`src/rtl/hsd_pkg.sv`:
```
// Shared types, codes and elaboration-time table builders for the
// half-scale RGBA downsampler. No dependencies.
package hsd_pkg;

    // Configuration port shape
    localparam int CFG_IDX_W  = 2;
    localparam int CFG_DATA_W = 16;
    localparam int CFG_WID_W  = 13;
    localparam int CFG_HGT_W  = 16;

    typedef enum logic [CFG_IDX_W-1:0] {
        CFG_WIDTH  = 2'd0,
        CFG_HEIGHT = 2'd1,
        CFG_SRGB   = 2'd2
    } hsd_cfg_t;

    // Widest table entries over the supported linear code widths
    localparam int LIN_MAX_W = 16;
    localparam int THR_MAX_W = LIN_MAX_W + 2;

    typedef logic [255:0][LIN_MAX_W-1:0] hsd_lin_tab_t;
    typedef logic [255:0][THR_MAX_W-1:0] hsd_thr_tab_t;

    // One pixel plus its position flags, held in the input register
    typedef struct packed {
        logic [3:0][7:0] px;
        logic            srgb;
        logic            x_odd;
        logic            y_odd;
        logic            x_in;
        logic            y_in;
        logic            x_last;
        logic            y_last;
    } hsd_item_t;

    // Control that travels with a finished 2x2 sum
    typedef struct packed {
        logic srgb;
        logic row_end;
        logic frame_end;
    } hsd_sum_ctl_t;

    localparam longint unsigned Q30_ONE = 64'd1 << 30;
    // sRGB ratios are all expressed over this denominator
    localparam longint unsigned DEC_DEN = 64'd510;

    // Fifth power in Q30, truncating after every multiply
    function automatic longint unsigned fifth_pow(input longint unsigned s);
        longint unsigned p;
        p = s;
        for (int k = 0; k < 4; k++)
            p = (p * s) >> 30;
        return p;
    endfunction

    // Largest Q30 value whose truncated fifth power does not exceed t
    function automatic longint unsigned fifth_root(input longint unsigned t);
        longint unsigned lo;
        longint unsigned hi;
        longint unsigned mid;
        lo = 0;
        hi = Q30_ONE;
        for (int i = 0; i < 34; i++)
        begin
            if (lo < hi)
            begin
                mid = lo + ((hi - lo + 1) >> 1);
                if (fifth_pow(mid) <= t)
                    lo = mid;
                else
                    hi = mid - 1;
            end
        end
        return lo;
    endfunction

    // Linear light in Q30 of the sRGB value num/510
    function automatic longint unsigned decode_q30(input longint unsigned num);
        longint unsigned t;
        longint unsigned s;
        longint unsigned t2;
        longint unsigned s2;
        if (100000 * num <= 4045 * DEC_DEN)
            return (100 * num * Q30_ONE + 646 * DEC_DEN) / (1292 * DEC_DEN);
        t  = (((1000 * num + 55 * DEC_DEN) << 30) + (1055 * DEC_DEN) / 2)
             / (1055 * DEC_DEN);
        s  = fifth_root(t);
        t2 = (t * t) >> 30;
        s2 = (s * s) >> 30;
        return (t2 * s2) >> 30;
    endfunction

    // Byte to linear code table (byte/255 is the same as 2*byte/510)
    function automatic hsd_lin_tab_t build_lin(input int lbits);
        hsd_lin_tab_t    tab;
        longint unsigned lmax;
        lmax = (64'd1 << lbits) - 1;
        for (int b = 0; b < 256; b++)
            tab[b] = LIN_MAX_W'((decode_q30(longint'(2 * b)) * lmax
                                 + (Q30_ONE >> 1)) >> 30);
        return tab;
    endfunction

    // Smallest four-code sum that reaches each encode midpoint
    function automatic hsd_thr_tab_t build_thr(input int lbits);
        hsd_thr_tab_t    tab;
        longint unsigned scale;
        scale  = 4 * ((64'd1 << lbits) - 1);
        tab[0] = '0;
        for (int k = 1; k < 256; k++)
            tab[k] = THR_MAX_W'((scale * decode_q30(longint'(2 * k - 1))
                                 + Q30_ONE - 1) >> 30);
        return tab;
    endfunction

    // Thermometer (bit k set for every k up to n, bit 256 clear) to n
    function automatic logic [7:0] therm_to_bin(input logic [256:0] th);
        logic [7:0] n;
        int         lo;
        n = '0;
        for (int j = 0; j < 8; j++)
        begin
            for (int m = 0; m < 128; m++)
            begin
                if (m < (128 >> j))
                begin
                    lo = m * (2 << j) + (1 << j);
                    n[j] = n[j] | (th[lo] & ~th[lo + (1 << j)]);
                end
            end
        end
        return n;
    endfunction

endpackage

```
`src/rtl/hsd_ifs.sv`:
```
// Valid/ready stream interfaces for input pixels and output pixels.
// Depends on nothing.
interface hsd_pix_if;
    logic       valid;
    logic       ready;
    logic [7:0] in_red;
    logic [7:0] in_green;
    logic [7:0] in_blue;
    logic [7:0] in_alpha;

    modport source (output valid, in_red, in_green, in_blue, in_alpha, input ready);
    modport sink   (input valid, in_red, in_green, in_blue, in_alpha, output ready);
endinterface


```
`src/rtl/hsd_front.sv`:
```
// Input register, configuration registers and raster position counters.
// Depends on hsd_pkg and hsd_pix_if.
module hsd_front
    import hsd_pkg::*;
#(
    parameter  int MAX_WIDTH = 4096,
    localparam int SLOTS     = (MAX_WIDTH + 1) / 2,
    localparam int AW        = (SLOTS > 1) ? $clog2(SLOTS) : 1
)
(
    input  logic                  clk,
    input  logic                  rst_n,
    hsd_pix_if.sink               pix,
    input  logic                  cfg_wen,
    input  logic [CFG_IDX_W-1:0]  cfg_index,
    input  logic [CFG_DATA_W-1:0] cfg_data,
    output logic                  rd_en,
    output logic [AW-1:0]         rd_addr,
    output logic                  item_valid,
    output hsd_item_t             item,
    output logic [AW-1:0]         item_slot,
    input  logic                  item_take
);

    localparam int CW = (MAX_WIDTH > 1) ? $clog2(MAX_WIDTH) : 1;
    localparam int EW = (CW + 1 > CFG_WID_W) ? CW + 1 : CFG_WID_W;

    logic [CFG_WID_W-1:0] width_reg;
    logic [CFG_HGT_W-1:0] height_reg;
    logic                 srgb_reg;
    logic [CW-1:0]        col_reg;
    logic [CW-1:0]        col_next;
    logic [CFG_HGT_W-1:0] row_reg;
    logic [CFG_HGT_W-1:0] row_next;
    logic                 item_valid_reg;
    hsd_item_t            item_reg;
    hsd_item_t            item_next;
    logic [AW-1:0]        slot_reg;

    logic                 accept;
    logic [EW-1:0]        w_ext;
    logic [EW-1:0]        w_eff;
    logic [EW-1:0]        last_x;
    logic [EW-1:0]        x_ext;
    logic [CFG_HGT_W-1:0] h_eff;
    logic [CFG_HGT_W-1:0] last_y;
    logic                 x_wrap;
    logic                 y_wrap;

    // Take a new item whenever the input register is empty or draining
    assign pix.ready = !item_valid_reg || item_take;
    assign accept    = pix.valid && pix.ready;

    // Effective frame size and the last complete pair column and row
    always_comb
    begin
        w_ext = EW'(width_reg);
        if (w_ext < EW'(2))
            w_eff = EW'(2);
        else if (w_ext > EW'(MAX_WIDTH))
            w_eff = EW'(MAX_WIDTH);
        else
            w_eff = w_ext;
        last_x = (w_eff & ~EW'(1)) - EW'(1);
        x_ext  = EW'(col_reg);
        x_wrap = x_ext >= w_eff - EW'(1);

        h_eff  = (height_reg < CFG_HGT_W'(2)) ? CFG_HGT_W'(2) : height_reg;
        last_y = {h_eff[CFG_HGT_W-1:1], 1'b0} - CFG_HGT_W'(1);
        y_wrap = row_reg >= h_eff - CFG_HGT_W'(1);
    end

    // Position flags and next counter values for the pixel at the port
    always_comb
    begin
        item_next.px     = {pix.in_alpha, pix.in_blue, pix.in_green, pix.in_red};
        item_next.srgb   = srgb_reg;
        item_next.x_odd  = col_reg[0];
        item_next.y_odd  = row_reg[0];
        item_next.x_in   = x_ext <= last_x;
        item_next.y_in   = row_reg <= last_y;
        item_next.x_last = x_ext == last_x;
        item_next.y_last = row_reg == last_y;

        if (x_wrap)
        begin
            col_next = '0;
            row_next = y_wrap ? '0 : row_reg + CFG_HGT_W'(1);
        end
        else
        begin
            col_next = col_reg + CW'(1);
            row_next = row_reg;
        end
    end

    // Line buffer read goes out with the accept so data lines up with the item
    assign rd_en   = accept;
    assign rd_addr = AW'(col_reg >> 1);

    // Configuration registers
    always_ff @(posedge clk or negedge rst_n)
    begin
        if (!rst_n)
        begin
            width_reg  <= CFG_WID_W'(2);
            height_reg <= CFG_HGT_W'(2);
            srgb_reg   <= 1'b0;
        end
        else if (cfg_wen)
        begin
            unique case (hsd_cfg_t'(cfg_index))
                CFG_WIDTH:  width_reg  <= cfg_data[CFG_WID_W-1:0];
                CFG_HEIGHT: height_reg <= cfg_data[CFG_HGT_W-1:0];
                CFG_SRGB:   srgb_reg   <= cfg_data[0];
                default:    ;
            endcase
        end
    end

    // Advance counters and track the input register occupancy
    always_ff @(posedge clk or negedge rst_n)
    begin
        if (!rst_n)
        begin
            col_reg        <= '0;
            row_reg        <= '0;
            item_valid_reg <= 1'b0;
        end
        else
        begin
            if (accept)
            begin
                col_reg <= col_next;
                row_reg <= row_next;
            end
            if (accept)
                item_valid_reg <= 1'b1;
            else if (item_take)
                item_valid_reg <= 1'b0;
        end
    end

    // Hold the item payload
    always_ff @(posedge clk)
    begin
        if (accept)
        begin
            item_reg <= item_next;
            slot_reg <= rd_addr;
        end
    end

    assign item_valid = item_valid_reg;
    assign item       = item_reg;
    assign item_slot  = slot_reg;

endmodule

```
`src/flat_wrapper.sv`:
```
// flat-port wrapper written by rule: the top's interface ports become plain ports
module hsd_front_flat import hsd_pkg::*;
#(
    parameter  int MAX_WIDTH = 4096,
    localparam int SLOTS     = (MAX_WIDTH + 1) / 2,
    localparam int AW        = (SLOTS > 1) ? $clog2(SLOTS) : 1
)
  (clk, rst_n, cfg_wen, cfg_index, cfg_data, rd_en, rd_addr, item_valid, item, item_slot, item_take, pix_valid, pix_in_red, pix_in_green, pix_in_blue, pix_in_alpha, pix_ready);
  hsd_pix_if pix_i ();
  input  logic clk;
  input  logic rst_n;
  input  logic cfg_wen;
  input  logic [CFG_IDX_W-1:0] cfg_index;
  input  logic [CFG_DATA_W-1:0] cfg_data;
  output logic rd_en;
  output logic [AW-1:0] rd_addr;
  output logic item_valid;
  output hsd_item_t item;
  output logic [AW-1:0] item_slot;
  input  logic item_take;
  input wire logic [$bits(pix_i.valid)-1:0] pix_valid;
  input wire logic [$bits(pix_i.in_red)-1:0] pix_in_red;
  input wire logic [$bits(pix_i.in_green)-1:0] pix_in_green;
  input wire logic [$bits(pix_i.in_blue)-1:0] pix_in_blue;
  input wire logic [$bits(pix_i.in_alpha)-1:0] pix_in_alpha;
  output wire logic [$bits(pix_i.ready)-1:0] pix_ready;
  assign pix_i.valid = pix_valid;
  assign pix_i.in_red = pix_in_red;
  assign pix_i.in_green = pix_in_green;
  assign pix_i.in_blue = pix_in_blue;
  assign pix_i.in_alpha = pix_in_alpha;
  assign pix_ready = pix_i.ready;
  hsd_front #(.MAX_WIDTH(MAX_WIDTH)) u_core (.clk(clk), .rst_n(rst_n), .pix(pix_i), .cfg_wen(cfg_wen), .cfg_index(cfg_index), .cfg_data(cfg_data), .rd_en(rd_en), .rd_addr(rd_addr), .item_valid(item_valid), .item(item), .item_slot(item_slot), .item_take(item_take));
endmodule
```
`config.mk`:
```
export PLATFORM = sky130hd
export DESIGN_NAME = hsd_front_flat
export DESIGN_NICKNAME = d
export VERILOG_FILES = /design/src/rtl/hsd_pkg.sv /design/src/rtl/hsd_ifs.sv /design/src/rtl/hsd_front.sv /design/src/flat_wrapper.sv
export SDC_FILE = /design/constraint.sdc
export NUM_CORES = 1
export LEC_CHECK = 0
export BUFFER_PORTS_ARGS = -buffer_cell sky130_fd_sc_hd__clkbuf_2
export CAP_MARGIN = 20
export CORE_MARGIN = 5
export CORE_UTILIZATION = 45
export DETAILED_ROUTE_END_ITERATION = 7
export PLACE_DENSITY_LB_ADDON = 0.15
export SYNTH_ARGS = -nofsm -noshare
export SYNTH_HDL_FRONTEND = slang
export SYNTH_SLANG_ARGS = --single-unit
```
`constraint.sdc`:
```
create_clock -name clk -period 6.8 [get_ports clk]
set_input_delay 2.04 -clock clk [delete_from_list [all_inputs] [get_ports clk]]
set_output_delay 2.04 -clock clk [all_outputs]
set_load 0.02 [all_outputs]
```
==> results of run 1 <==
-- cell usage after synthesis (all sizes together), types with 2 or more instances --
library cell	count
a2111o	2
a21o	15
a21oi	25
a221o	13
a22o	6
a41oi	2
and3	20
and4	2
buf	17
clkbuf	14
dfrtp	57
dfstp	2
edfxtp	50
ha	61
inv	12
mux2	32
nand2	42
nand2b	6
nand3	17
nand3b	5
nand4	15
nor2	44
nor2b	11
nor3	10
nor3b	5
nor4	7
o211ai	2
o21a	3
o21ai	26
o21bai	3
o221ai	2
o31ai	2
or2	5
or4	2
xnor2	17
xor2	20
-- metrics by stage --
stage                     power [mW]  std cells  cell area, um^2  utilization (%)  setup WS (ps)
after global placement          1.45        865             7210             50.2           1990
after CTS                       2.02        881             7510             52.3           1840
after detailed placement        1.47        865             7210             50.2           1870
after floorplan                 1.30        591             6540                -            563
final                           2.00        882             7520             52.4           1840
after global routing            2.13        882             7520             52.4           1460
-- worst max-delay path: stages (launching register included) --
cell	delay (ps)
sky130_fd_sc_hd__dfrtp_1	440
sky130_fd_sc_hd__or4_1	680
sky130_fd_sc_hd__nor4_2	340
sky130_fd_sc_hd__a21oi_1	230
sky130_fd_sc_hd__ha_1	330
sky130_fd_sc_hd__nand3b_1	230
sky130_fd_sc_hd__nor3_2	90
sky130_fd_sc_hd__nor3b_1	170
sky130_fd_sc_hd__nand2_1	90
sky130_fd_sc_hd__xor2_1	160
sky130_fd_sc_hd__ha_1	270
sky130_fd_sc_hd__a211oi_1	260
sky130_fd_sc_hd__nor2_1	80
sky130_fd_sc_hd__a2111o_1	400
sky130_fd_sc_hd__a41oi_2	150
sky130_fd_sc_hd__buf_4	210
sky130_fd_sc_hd__and3_1	520
sky130_fd_sc_hd__mux2_2	250
-- power breakdown --
group          internal [mW]  switching (mW)
clock network          0.291           0.248
logic                  0.256           0.322
registers              0.767           0.113
-- logic make-up (layout without fill, tap and decap cells) --
kind of cell,count (synthesis),count (layout),synth area share [%]
muxes,32,32,5.51
DFF,109,109,45.6
adders and majority gates,61,61,11.7
xor gates and xnor gates,37,37,4.96
AOI/OAI and AO/OA,114,114,12.6
and+or+nand+nor,195,195,16.2
buffers and inverters,43,150,3.43
-- layout make-up --
type                    instances  area [um^2]  area share [%]
clock buffers                   9          225            2.99
clock inverters                 7         80.1            1.06
inverters                      12         45.0           0.599
multi-input cells             439         3340            44.4
flip-flops and latches        109         2980            39.6
well taps                     184          230            3.06
repair buffers                122          624            8.30
-- how the worst max path moves through the flow --
stage / from / endpoint / slack (ps) / cells past startpoint
after floorplan: item_take / rd_en / 560 / 4
after global placement: u_core.height_reg[8] / u_core.row_reg[0] / 1990 / 17
after detailed placement: u_core.height_reg[8] / u_core.row_reg[0] / 1870 / 17
after CTS: u_core.height_reg[8] / u_core.row_reg[0] / 1840 / 17
after global routing: u_core.w_ext[3] / u_core.row_reg[3] / 1460 / 16
final: u_core.height_reg[8] / u_core.row_reg[0] / 1840 / 17
-- routing by layer --
layer / vias to the layer above / routed length, um / track usage [%]
li1: 2395 / - / -
met1: 2327 / 7080 / 26.0
met2: 161 / 6230 / 25.8
met3: 20 / 1100 / 2.93
met4: 0 / 238 / 5.51
met5: - / 0 / 0
==> flow_results.org, run 1 <==
** Power
- The worst-case IR drop observed on VDD is 0.130 mV.
- Power Dens Cells :: 266 nW/um^2
- In this run the static leakage power is roughly 3.4 nW.

** Place
- Input and output buffers added on the ports amount to between 100 and 150.
- The HPWL after detailed placement is roughly 11,000 um.
- Weighted congestion at the end of routability-driven global placement :: 0.919

** Global routing
- The first global-routing pass estimated 23,400 um of wire.
- Number of antenna violations at the first check in global routing :: 0
- The via count of the first global-routing pass was 4,618.
- Global route total overflow :: 0
- Overall global routing resource usage :: 17.4%
- Largest net degree at the start of global routing :: just over 60

** Status
- The run finished with clean final reports.

** Logic synthesis
- Unique cell type count in the Yosys netlist :: 68
- Mapped Area :: 6540 um^2
- In the synthesized netlist the dominant register cell turns out to be sky130_fd_sc_hd__dfrtp_1.
- For this run, asynchronously set or reset flops after synthesis account for 54.1%.
- After synthesis the netlist holds a flip-flop and latch count of 109.
- For this run, the number of Yosys warnings is 0.
- Ranked by total cell area, the synthesized netlist is headed by sky130_fd_sc_hd__edfxtp_1, sky130_fd_sc_hd__dfrtp_1, sky130_fd_sc_hd__ha_1, sky130_fd_sc_hd__mux2_2, sky130_fd_sc_hd__xor2_1.
- Share of the synthesized area in the top cell type :: 23.0%
- Nets in the synthesized netlist :: 707
- Part of the Yosys area used for sequential elements :: 45.6%
- Post-Synthesis Mean Instance Area :: about 11 um^2
- Mapped Cells :: about 600
- Of all cell types, the one taking the most synthesized area is sky130_fd_sc_hd__edfxtp_1.
- Number of enable flip-flop cells after synthesis :: 50

** Layout
- In the layout the commonest cells are sky130_fd_sc_hd__clkbuf_2, sky130_fd_sc_hd__ha_1, sky130_fd_sc_hd__dfrtp_1, sky130_fd_sc_hd__edfxtp_1, sky130_fd_sc_hd__nor2_1.
- # diodes :: 0
- Most common cell after layout, fill and taps aside :: sky130_fd_sc_hd__clkbuf_2
- Flip-flop count of the largest register, all copies and words added :: 39
- Final layout net count :: 809
- Layout cell share with drive strength beyond 1 :: 27.4%
- Total of fill cells in the finished design :: 1,283
- Area overhead of the layout relative to synthesis :: 15.1%

** Hold path
- The min-delay analysis places its worst path in the category reg2reg.
- Counting instances, the worst hold path has a depth of 0.
- The startpoint identified for the worst hold timing path is u_core.srgb_reg.
- The path with the worst hold slack has its endpoint at u_core.item[6].

** Clock network
- Buffers inserted during clock tree synthesis total 9.
- Sinks on the clock net :: 109
- TritonCTS clock tree :: yes
- Buffer count from post-CTS setup fixing :: 0
- The number of gates resized after CTS was 0.
- The tree is rooted in a sky130_fd_sc_hd__clkbuf_16.
- Count of H-tree levels built during CTS :: 3
- Clock latency on the worst-skew pair, taken at its later pin, is 350 ps.
- After clock tree synthesis, the clock-pin slew on the worst setup and hold paths is 80 ps.
- Hold-fix buffer count after cts :: 0
- The longest clock path from root to sink contains 2 buffers.

** STA
- Fin. max-slew vios :: 0
- Dividing the final minimum period by the clock period gives between 70% and 80%.
- On the final layout, the worst hold slack is roughly 520 ps.
- Setup violations remaining at the end of the flow were counted as 0.
- Number of endpoints with negative hold slack in the final report :: 0
- In the final timing run, aggregate negative setup slack is 0 ps.
- In this run the tightest slew margin relative to its limit is slightly above 50%.
- The clock arrives with 7.87 ps of skew.
- For the pin with the worst max-slew slack, the measured transition is 741 ps.
- For this run, the top clock speed supported by timing is approximately 200 MHz.
- Clock period minus final worst setup slack :: 4960 ps
- Setup repair after global routing left no endpoint under its margin.

** Floorplanning
- Number of top-level design ports :: 119
- After floorplanning, the core was sized to cover ~14,000 um^2.
- X dimension of the die :: ~130 um
- DIE AREA :: 17,000 um^2
- Floorplan die height :: between 100 and 150 um
- The initialized floorplan defines 44 standard-cell rows.
- Initial Util :: 45.5%

** Drt
- The final layout contains routed wiring with a total length of approximately 15,000 um.
- Dividing the detail-routed wire length by the instance count gives approximately 17 um.
- Via count :: 4,903
- Number of design rule violations left after detail routing :: 0
- Once detail routing completed, the nets flagged for antenna violations numbered 0.
- The first detailed-routing pass took 5 iterations.
- After detailed routing, the number of vias per cell comes to 5.56.
- Number of violations reported at the end of detailed-routing iteration 0 :: about 460

** Setup path
- In this run the critical register-to-register path is captured at u_core.row_reg[0].
- Crit Reg-Reg Startpoint :: u_core.height_reg[8]
- Data on the critical path arrives at its endpoint at 5250 ps.
- Setup Crit Path Kind :: reg2reg
- Along the worst path, the maximum fanout reaches 16.
- For flop-to-flop paths, the worst setup slack is ~1800 ps.
- STA classifies the critical path startpoint as a flip-flop.
- Data required time at the worst endpoint :: a little over 7000 ps
- For the worst flop-to-flop path, the logic depth is 17.
- Kind of end point of the critical path :: flip-flop

** Job
- Across the run, the number of max-cap violations was 0.
(Power assumes the default switching activity.)
==> run 2: changes to the inputs <==
- clock period: 6.8 -> 4.63 ns (I/O delays scaled with it)
==> flow_results.org, run 2 (synthesized netlist as in run 1, its figures left out) <==
** Global routing
- Global route total overflow :: 0 (unchanged)
- The largest net degree at the start of global routing came to 62 (unchanged).
- The global-route usage over all layers was 18.2% (+0.76 points).
- The via count of the first global-routing pass was 4,832 (+4.6%).
- First-pass GRT wire length :: 24,300 um (+3.7%)
- Number of antenna violations at the first check in global routing :: 0 (unchanged)

** STA
- Number of endpoints with negative hold slack in the final report :: 0 (unchanged)
- The maximum frequency from static timing analysis came to 229 MHz (+14%).
- The worst-case clock skew was 12.3 ps (+4.39 ps).
- Total negative setup slack :: 0 ps (unchanged)
- Actual slew at the worst max-slew pin :: 1010 ps (+264 ps)
- RSZ-0062 raised after global routing :: false
- The headroom to the max-slew limit came to 32.7% (-18 points).
- The max-slew violation count is 0 (unchanged).
- Worst hold-check slack :: 511 ps (-6.11 ps)
- The minimum clock period came to 4360 ps (-596 ps).
- The period utilization came to 94.2% (+21 points).
- The final setup violation count came to 0 (unchanged).

** Layout
- In the layout the commonest cells are sky130_fd_sc_hd__clkbuf_2, sky130_fd_sc_hd__ha_1, sky130_fd_sc_hd__dfrtp_1, sky130_fd_sc_hd__edfxtp_1, sky130_fd_sc_hd__nor2_1.
- Final layout net count :: 817 (+0.99%)
- Most common cell after layout, fill and taps aside :: sky130_fd_sc_hd__clkbuf_2
- The number of diodes came to 0 (unchanged).
- Flip-flop count of the largest register, all copies and words added :: 39 (unchanged)
- Layout cell share with drive strength beyond 1 :: 28.5% (+1.1 points)
- Area overhead of the layout relative to synthesis :: 16.2%

** Place
- The post-DP HPWL came to 11,800 um (+4.0%).
- Weighted congestion at the end of routability-driven global placement :: 0.855 (-7.0%)
- The number of buffer cells added on primary ports is 118 (unchanged).

** Clock network
- The H-tree depth was 3 (unchanged).
- TritonCTS buffer count :: 9 (unchanged)
- The clock sink count is 109 (unchanged).
- Maximum buffer depth of the clock tree :: 2 (unchanged)
- Buffer count from post-CTS setup fixing :: 0 (unchanged)
- TritonCTS built the clock tree.
- Clock insertion delay at the later pin of the skew report :: 360 ps (about the same)
- The clock slew seen by the registers of the worst setup and hold paths is 90 ps (about the same).
- In this run the clock root is driven by a sky130_fd_sc_hd__clkbuf_16.

** Drt
- The number of routed nets with antenna violations came to 0 (unchanged).
- Number of design rule violations left after detail routing :: 0 (unchanged)
- The routed length per placed instance is 17.2 um (+3.2%).
- The total via count in the routed design came to 4,941 (+0.78%).
- Per-cell via count in the routed design :: 5.55 (-0.13%)
- The post-detailed-routing wire length was 15,300 um (+4.1%).
- First-pass DRT Iterations :: 4 (-1)
- The iteration-0 DRC count of the detailed router is 297 (-36%).

** Hold path
- Hold path cells :: 0 (unchanged)
- The worst hold path begins at u_core.srgb_reg.
- Hold-critical path endpoint :: u_core.item[6]
- The worst hold path belongs to the class reg2reg.

** Power
- Worst-case vdd ir drop :: 0.172 mV (+33%)
- The power density over the cells was 389 nW/um^2 (+46%).
- The static leakage power came to 3.44 nW (+0.95%).

** Setup path
- Kind of end point of the critical path :: flip-flop
- R2r worst-path depth :: 17 (unchanged)
- The critical path is of the reg2reg type.
- Critical-path maximum fanout :: 15 (-1)
- The worst endpoint required time was 4920 ps (-2170 ps).
- The slack of the worst reg-to-reg path is 270 ps (-1570 ps).
- Crit Reg-Reg Startpoint :: u_core.height_reg[12]
- Data arrival time of the critical path :: 4650 ps (-600 ps)
- Critical register-to-register path endpoint :: u_core.row_reg[3]
- STA classifies the critical path startpoint as a flip-flop.

** Floorplanning
- The area enclosed by the die boundary was 17,000 um^2 (unchanged).
- Number of cell rows :: 44 (unchanged)
- The initial standard-cell utilization of the core is 45.5% (unchanged).
- The boundary pin count came to 119 (unchanged).
- Placeable Area :: 14,400 um^2 (unchanged)
- The die outline height was 131 um (unchanged).
- X dimension of the die :: 131 um (unchanged)

** Status
- The flow ran to the end, and the final reports show no timing, DRC or antenna violations.

** Job
- The max-cap check violation count is 0 (unchanged).
## run 2: what timing repair did
item | 4_1_cts | 5_1_grt
endpoints found under the setup margin | 0 | 16
hold buffers | 0 | 0
gates resized for setup | 0 | 3
## run 2: stage by stage
stage          instance area, um^2  std cells  power [mW]  util (%)  setup WS [ps]
6_report                      7590        890        2.95      52.8            267
3_5_place_dp                  7270        874        2.18      50.6            182
4_1_cts                       7570        890        2.98      52.7            143
5_1_grt                       7590        890        3.14      52.8           25.6
3_3_place_gp                  7270        874        2.14      50.6            298
2_1_floorplan                 6540        591        1.91         -            438
## run 2: where the power goes
part | switching [mW] | internal, mW | total [mW] | leakage (nW)
logic | 0.478 | 0.390 | 0.868 | 2.09
registers | 0.168 | 1.13 | 1.29 | 1.20
clock network | 0.403 | 0.385 | 0.788 | 0.145
total | 1.05 | 1.90 | 2.95 | 3.44
## run 2: critical path: stages, from the launching register on
cell and delay (ps):
sky130_fd_sc_hd__dfrtp_1 450, sky130_fd_sc_hd__or4_4 600, sky130_fd_sc_hd__nor4_4 300, sky130_fd_sc_hd__a21oi_1 200, sky130_fd_sc_hd__ha_2 290, sky130_fd_sc_hd__nand3b_1 200, sky130_fd_sc_hd__nor3_2 90, sky130_fd_sc_hd__nor3b_1 170
sky130_fd_sc_hd__nand2_1 90, sky130_fd_sc_hd__xor2_1 150, sky130_fd_sc_hd__ha_1 270, sky130_fd_sc_hd__a211oi_1 240, sky130_fd_sc_hd__nor2_1 80, sky130_fd_sc_hd__a2111o_1 400, sky130_fd_sc_hd__a41oi_2 200, sky130_fd_sc_hd__and3_1 180
sky130_fd_sc_hd__buf_4 200, sky130_fd_sc_hd__a221o_1 170
## run 2: how the worst max path moves through the flow
stage	from	to	slack, ps	cells after the start
2_1_floorplan	u_core.height_reg[11]	u_core.row_reg[0]	440	19
3_3_place_gp	u_core.height_reg[12]	u_core.row_reg[0]	300	17
3_5_place_dp	u_core.height_reg[12]	u_core.row_reg[11]	180	17
4_1_cts	u_core.height_reg[12]	u_core.row_reg[3]	140	17
5_1_grt	u_core.height_reg[6]	u_core.row_reg[7]	30	17
6_report	u_core.height_reg[12]	u_core.row_reg[3]	270	17
## run 2: layout make-up
type / count / area (um^2)
Fill cell: 1277 / 6780
Multi-Input combinational cell: 439 / 3360
Sequential cell: 109 / 2980
Timing Repair Buffer: 130 / 681
Tap cell: 184 / 230
Clock buffer: 9 / 225
Clock inverter: 7 / 75.1
Inverter: 12 / 45.0
## run 2: metal layers
metal,up-vias,share of wire [%],routed length [um],track usage (%)
li1,2422,-,-,-
met3,17,7.7,1170,3.41
met1,2343,46,7060,25.0
met4,0,1.7,259,5.99
met5,-,0,0,0
met2,159,44,6770,29.1
==> run 3: changes to the inputs <==
- ABC_AREA: unset -> 1
==> flow_results.org, run 3 <==
** Setup path
- Data required time at the worst endpoint :: 4920 ps (about the same)
- The worst setup path is launched from a flip-flop.
- The critical-path maximum fanout is 16 (+1).
- Cell type of the slowest stage on the worst timing path :: sky130_fd_sc_hd__nand3_1
- The logic depth of the worst register-to-register path came to 20 (+3).
- Ordered cell list for the critical path :: nor2_1, nand2_1, nor2_1, nand4_1, nand2_1, inv_1, ha_1, nand2_1, nor2_1, nand2_1, inv_1, a211oi_1, ha_1, a21oi_1, o21ai_0, a21oi_1, nand3_1, a21oi_1, nand4_1, nand2_1
- The critical path is of the reg2reg type.
- Data arrival time of the critical path :: 4200 ps (-450 ps)
- Most repeated library cell on the critical path :: sky130_fd_sc_hd__nand2_1
- The stage delay of the slowest cell on the critical path is 490 ps (-110 ps).
- The worst setup path is captured at a flip-flop.

** Place
- The post-DP HPWL is 12,100 um (+1.8%).
- Weighted congestion at the end of routability-driven global placement :: 0.937 (+9.6%)
- The number of buffer cells added on primary ports was 118 (unchanged).
- Post-place instance area :: 7320 um^2 (+0.69%)

** Floorplanning
- The horizontal extent of the die is 131 um (+0.57%).
- The boundary pin count came to 119 (unchanged).
- The die outline height came to 131 um (+0.57%).
- The area enclosed by the die boundary came to 17,200 um^2 (+1.2%).
- The core region area was 14,500 um^2 (+0.77%).
- The number of rows created at floorplan is 44 (unchanged).
- The initial standard-cell utilization of the core was 45.7% (+0.22 points).

** Status
- The run finished with clean final reports.

** Logic synthesis
- Post-synthesis async set-or-reset flop share :: 54.1% (unchanged)
- The count of unique library cells instantiated by Yosys was 35 (-49%).
- Number of register bits inferred by synthesis :: 109 (unchanged)
- Share of the synthesized area in the top cell type :: 22.7% (-0.28 points)
- Mapped Area :: 6620 um^2 (+1.2%)
- The post-synthesis area per instance is 8.83 um^2 (-20%).
- Most frequently used cell type in the post-synthesis netlist :: sky130_fd_sc_hd__nand2_1
- Leading area contributor after synthesis :: sky130_fd_sc_hd__edfxtp_1
- Commonest cells in the netlist :: sky130_fd_sc_hd__nand2_1, sky130_fd_sc_hd__nor2_1, sky130_fd_sc_hd__inv_1
- The number of nets produced by synthesis is 866 (+22%).
- Predominant post-synthesis flop cell :: sky130_fd_sc_hd__dfrtp_1
- Part of the Yosys area used for sequential elements :: 45.0% (-0.56 points)
- The number of enable-type register cells in the synthesized netlist is 50 (unchanged).
- Mapped Cells :: 750 (+27%)
- Biggest area contributors in the synthesized netlist :: sky130_fd_sc_hd__edfxtp_1, sky130_fd_sc_hd__dfrtp_1, sky130_fd_sc_hd__ha_1, sky130_fd_sc_hd__nand2_1, sky130_fd_sc_hd__xor2_1
- The number of warnings printed during yosys synthesis came to 0 (unchanged).

** Power
- Clock share of power :: 23.7% (-3.0 points)
- The switching portion of total power came to 37.4% (+1.8 points).
- Reported net switching power :: 1.12 mW (+6.8%)
- Post-layout total power :: 3.00 mW (+1.6%)
- The portion of total power attributed to sequential cells came to 43.0% (-0.9 points).
- The static leakage power is 3.72 nW (+8.2%).
- Internal power consumption :: 1.88 mW (-1.2%)
- The power density over the cells is 395 nW/um^2 (+1.7%).
- Worst-case vdd ir drop :: 0.168 mV (-2.4%)
- Combinational cell fraction of total power :: 33.3% (+3.9 points)

** Clock network
- The tree is rooted in a sky130_fd_sc_hd__clkbuf_16.
- CTS clock-pin slew for the worst setup and hold paths :: 70 ps (-20 ps)
- The clock sink count was 109 (unchanged).
- Count of H-tree levels built during CTS :: 3 (unchanged)
- Buffer count from post-CTS setup fixing :: 0 (unchanged)
- TritonCTS buffer count :: 9 (unchanged)
- Maximum buffer depth of the clock tree :: 2 (unchanged)
- TritonCTS clock tree :: yes
- The clock latency of the later-clocked register in the worst-skew pair is 350 ps (about the same).
- Hold-fix buffer count after cts :: 0 (unchanged)

** Layout
- From synthesis to final layout, the design area changed by 14.7%.
- The number of diodes was 0 (unchanged).
- The top cell types in the final layout, fill and taps aside, are sky130_fd_sc_hd__nand2_1, sky130_fd_sc_hd__clkbuf_2, sky130_fd_sc_hd__nor2_1, sky130_fd_sc_hd__inv_1, sky130_fd_sc_hd__ha_1.
- Layout cell share with drive strength beyond 1 :: 17.0% (-11 points)
- Total of fill cells in the finished design :: 1,336 (+4.6%)
- Flip-flop count of the largest register, all copies and words added :: 39 (unchanged)
- The area occupied by multi-input gates is 3200 um^2 (-4.7%).
- Final layout net count :: 970 (+19%)
- Final Cell Area :: 7590 um^2 (about the same)
- Leaving out fill and tap cells, the most frequent cell in the layout is sky130_fd_sc_hd__nand2_1.
- The final core area utilization came to 52.4% (-0.44 points).
- The area of all sequential standard cells came to 2980 um^2 (unchanged).

** STA
- F_max :: 256 MHz (+11%)
- The setup TNS came to 0 ps (unchanged).
- The worst-case clock skew is 4.86 ps (-7.40 ps).
- The minimum clock period came to 3910 ps (-449 ps).
- The max-slew violation count came to 0 (unchanged).
- The headroom to the max-slew limit was 42.2% (+9.5 points).
- Actual slew at the worst max-slew pin :: 867 ps (-138 ps)
- The final setup violation count came to 0 (unchanged).
- Number of endpoints with negative hold slack in the final report :: 0 (unchanged)
- Worst hold-check slack :: 458 ps (-53.4 ps)
- The period utilization is 84.5% (-9.7 points).
- RSZ-0062 raised after global routing :: false

** Hold path
- Hold path cells :: 0 (unchanged)
- Classification of the worst-slack hold path :: reg2reg

** Global routing
- The largest net degree at the start of global routing was 70 (+13%).
- The overall overflow remaining after global route was 0 (unchanged).
- The via count of the first global-routing pass is 5,250 (+8.7%).
- The first-pass GRT wire length is 26,200 um (+7.6%).
- Number of antenna violations at the first check in global routing :: 0 (unchanged)
- Overall global routing resource usage :: 18.1% (-0.076 points)

** Drt
- The total via count in the routed design was 5,294 (+7.1%).
- The number of routed nets with antenna violations is 0 (unchanged).
- The post-detailed-routing wire length came to 15,400 um (+0.92%).
- The residual DRC count is 0 (unchanged).
- The routed via count divided by cell count is 5.08 (-8.6%).
- The iteration count of the initial detailed-routing pass came to 7 (+3).
- The routed length per placed instance is 14.8 um (-14%).
- The iteration-0 DRC count of the detailed router was 337 (+13%).

** Job
- Number of violations of the max-capacitance limit :: 0 (unchanged)
==> run 3: cell count changes after synthesis, sizes merged, moves of 11 or more <==
cell   delta
nand2   +125
xor2     +26
mux2     -29
and3     -19
o21ai    +14
a221o    -13
nor2     +37
nand4    +14
a21o     -13
nor2b    -11
inv      +64
nand3    +14
==> run 3: layer usage <==
layer	wire length [um]	track usage, %	vias up
met4	169	4.34	0
met2	6650	27.5	174
met1	7430	26.2	2408
met3	1150	4.40	16
met5	0	0	-
li1	-	-	2696
==> run 3: cells by family after synthesis <==
family                     count (synthesis)  share of synthesized area [%]
buffers and inverters                    104                           6.69
DFF                                      109                           45.0
muxes                                      3                          0.510
adders and majority gates                 61                           11.5
xor gates and xnor gates                  64                           8.47
AOI/OAI and AO/OA                         74                           6.05
and+or+nand+nor                          335                           21.7
==> run 3: area by class of cell <==
class,count,share of cell area (%)
tap,184,3.03
sequential,109,39.3
inverter,76,3.76
multi-input combinational,537,42.1
clock inverter,4,0.330
timing repair buffer,121,8.34
clock buffer,12,3.12
==> run 3: power groups by stage <==
stage	registers (mW)	logic [mW]	clock network, mW
6_report	1.29	0.998	0.710
5_1_grt	1.31	1.15	0.770
4_1_cts	1.29	1.01	0.731
3_5_place_dp	1.31	1.00	0
3_3_place_gp	1.30	0.973	0
2_1_floorplan	1.29	0.742	0
==> run 3: timing repair <==
action,in CTS,in global routing
setup endpoints to repair,0,1
hold endpoints to repair,0,0
resized for setup,0,1
==> run 3: worst max-delay path: cells and delay by family (launching register included) <==
| kind | cells | cell delay (ps) |
|---|---|---|
| AND/OR/NAND/NOR | 11 | 1750 |
| flip-flops | 1 | 470 |
| buffers and inverters | 2 | 150 |
| AO/OA/AOI/OAI | 5 | 930 |
| adder cells (fa/ha/maj) | 2 | 550 |
==> run 3: path summary, 6_finish.rpt <==
| path | from | to | slack, ps |
|---|---|---|---|
| worst min-delay path | u_core.srgb_reg | u_core.item[6] | 460 |
| min in group asynchronous | rst_n | u_core.height_reg[13] | 1080 |
| max in group asynchronous | rst_n | u_core.row_reg[0] | 2890 |
| worst min register to register | u_core.srgb_reg | u_core.item[6] | 460 |
| worst max-delay path | u_core.height_reg[7] | u_core.row_reg[14] | 720 |
| worst max register to register | u_core.height_reg[7] | u_core.row_reg[14] | 720 |
==> run 3: per-stage QoR <==
step	cells	setup WS [ps]
after floorplan	750	165
after global placement	1026	513
after detailed placement	1027	481
after CTS	1043	472
after global routing	1043	238
final	1043	716
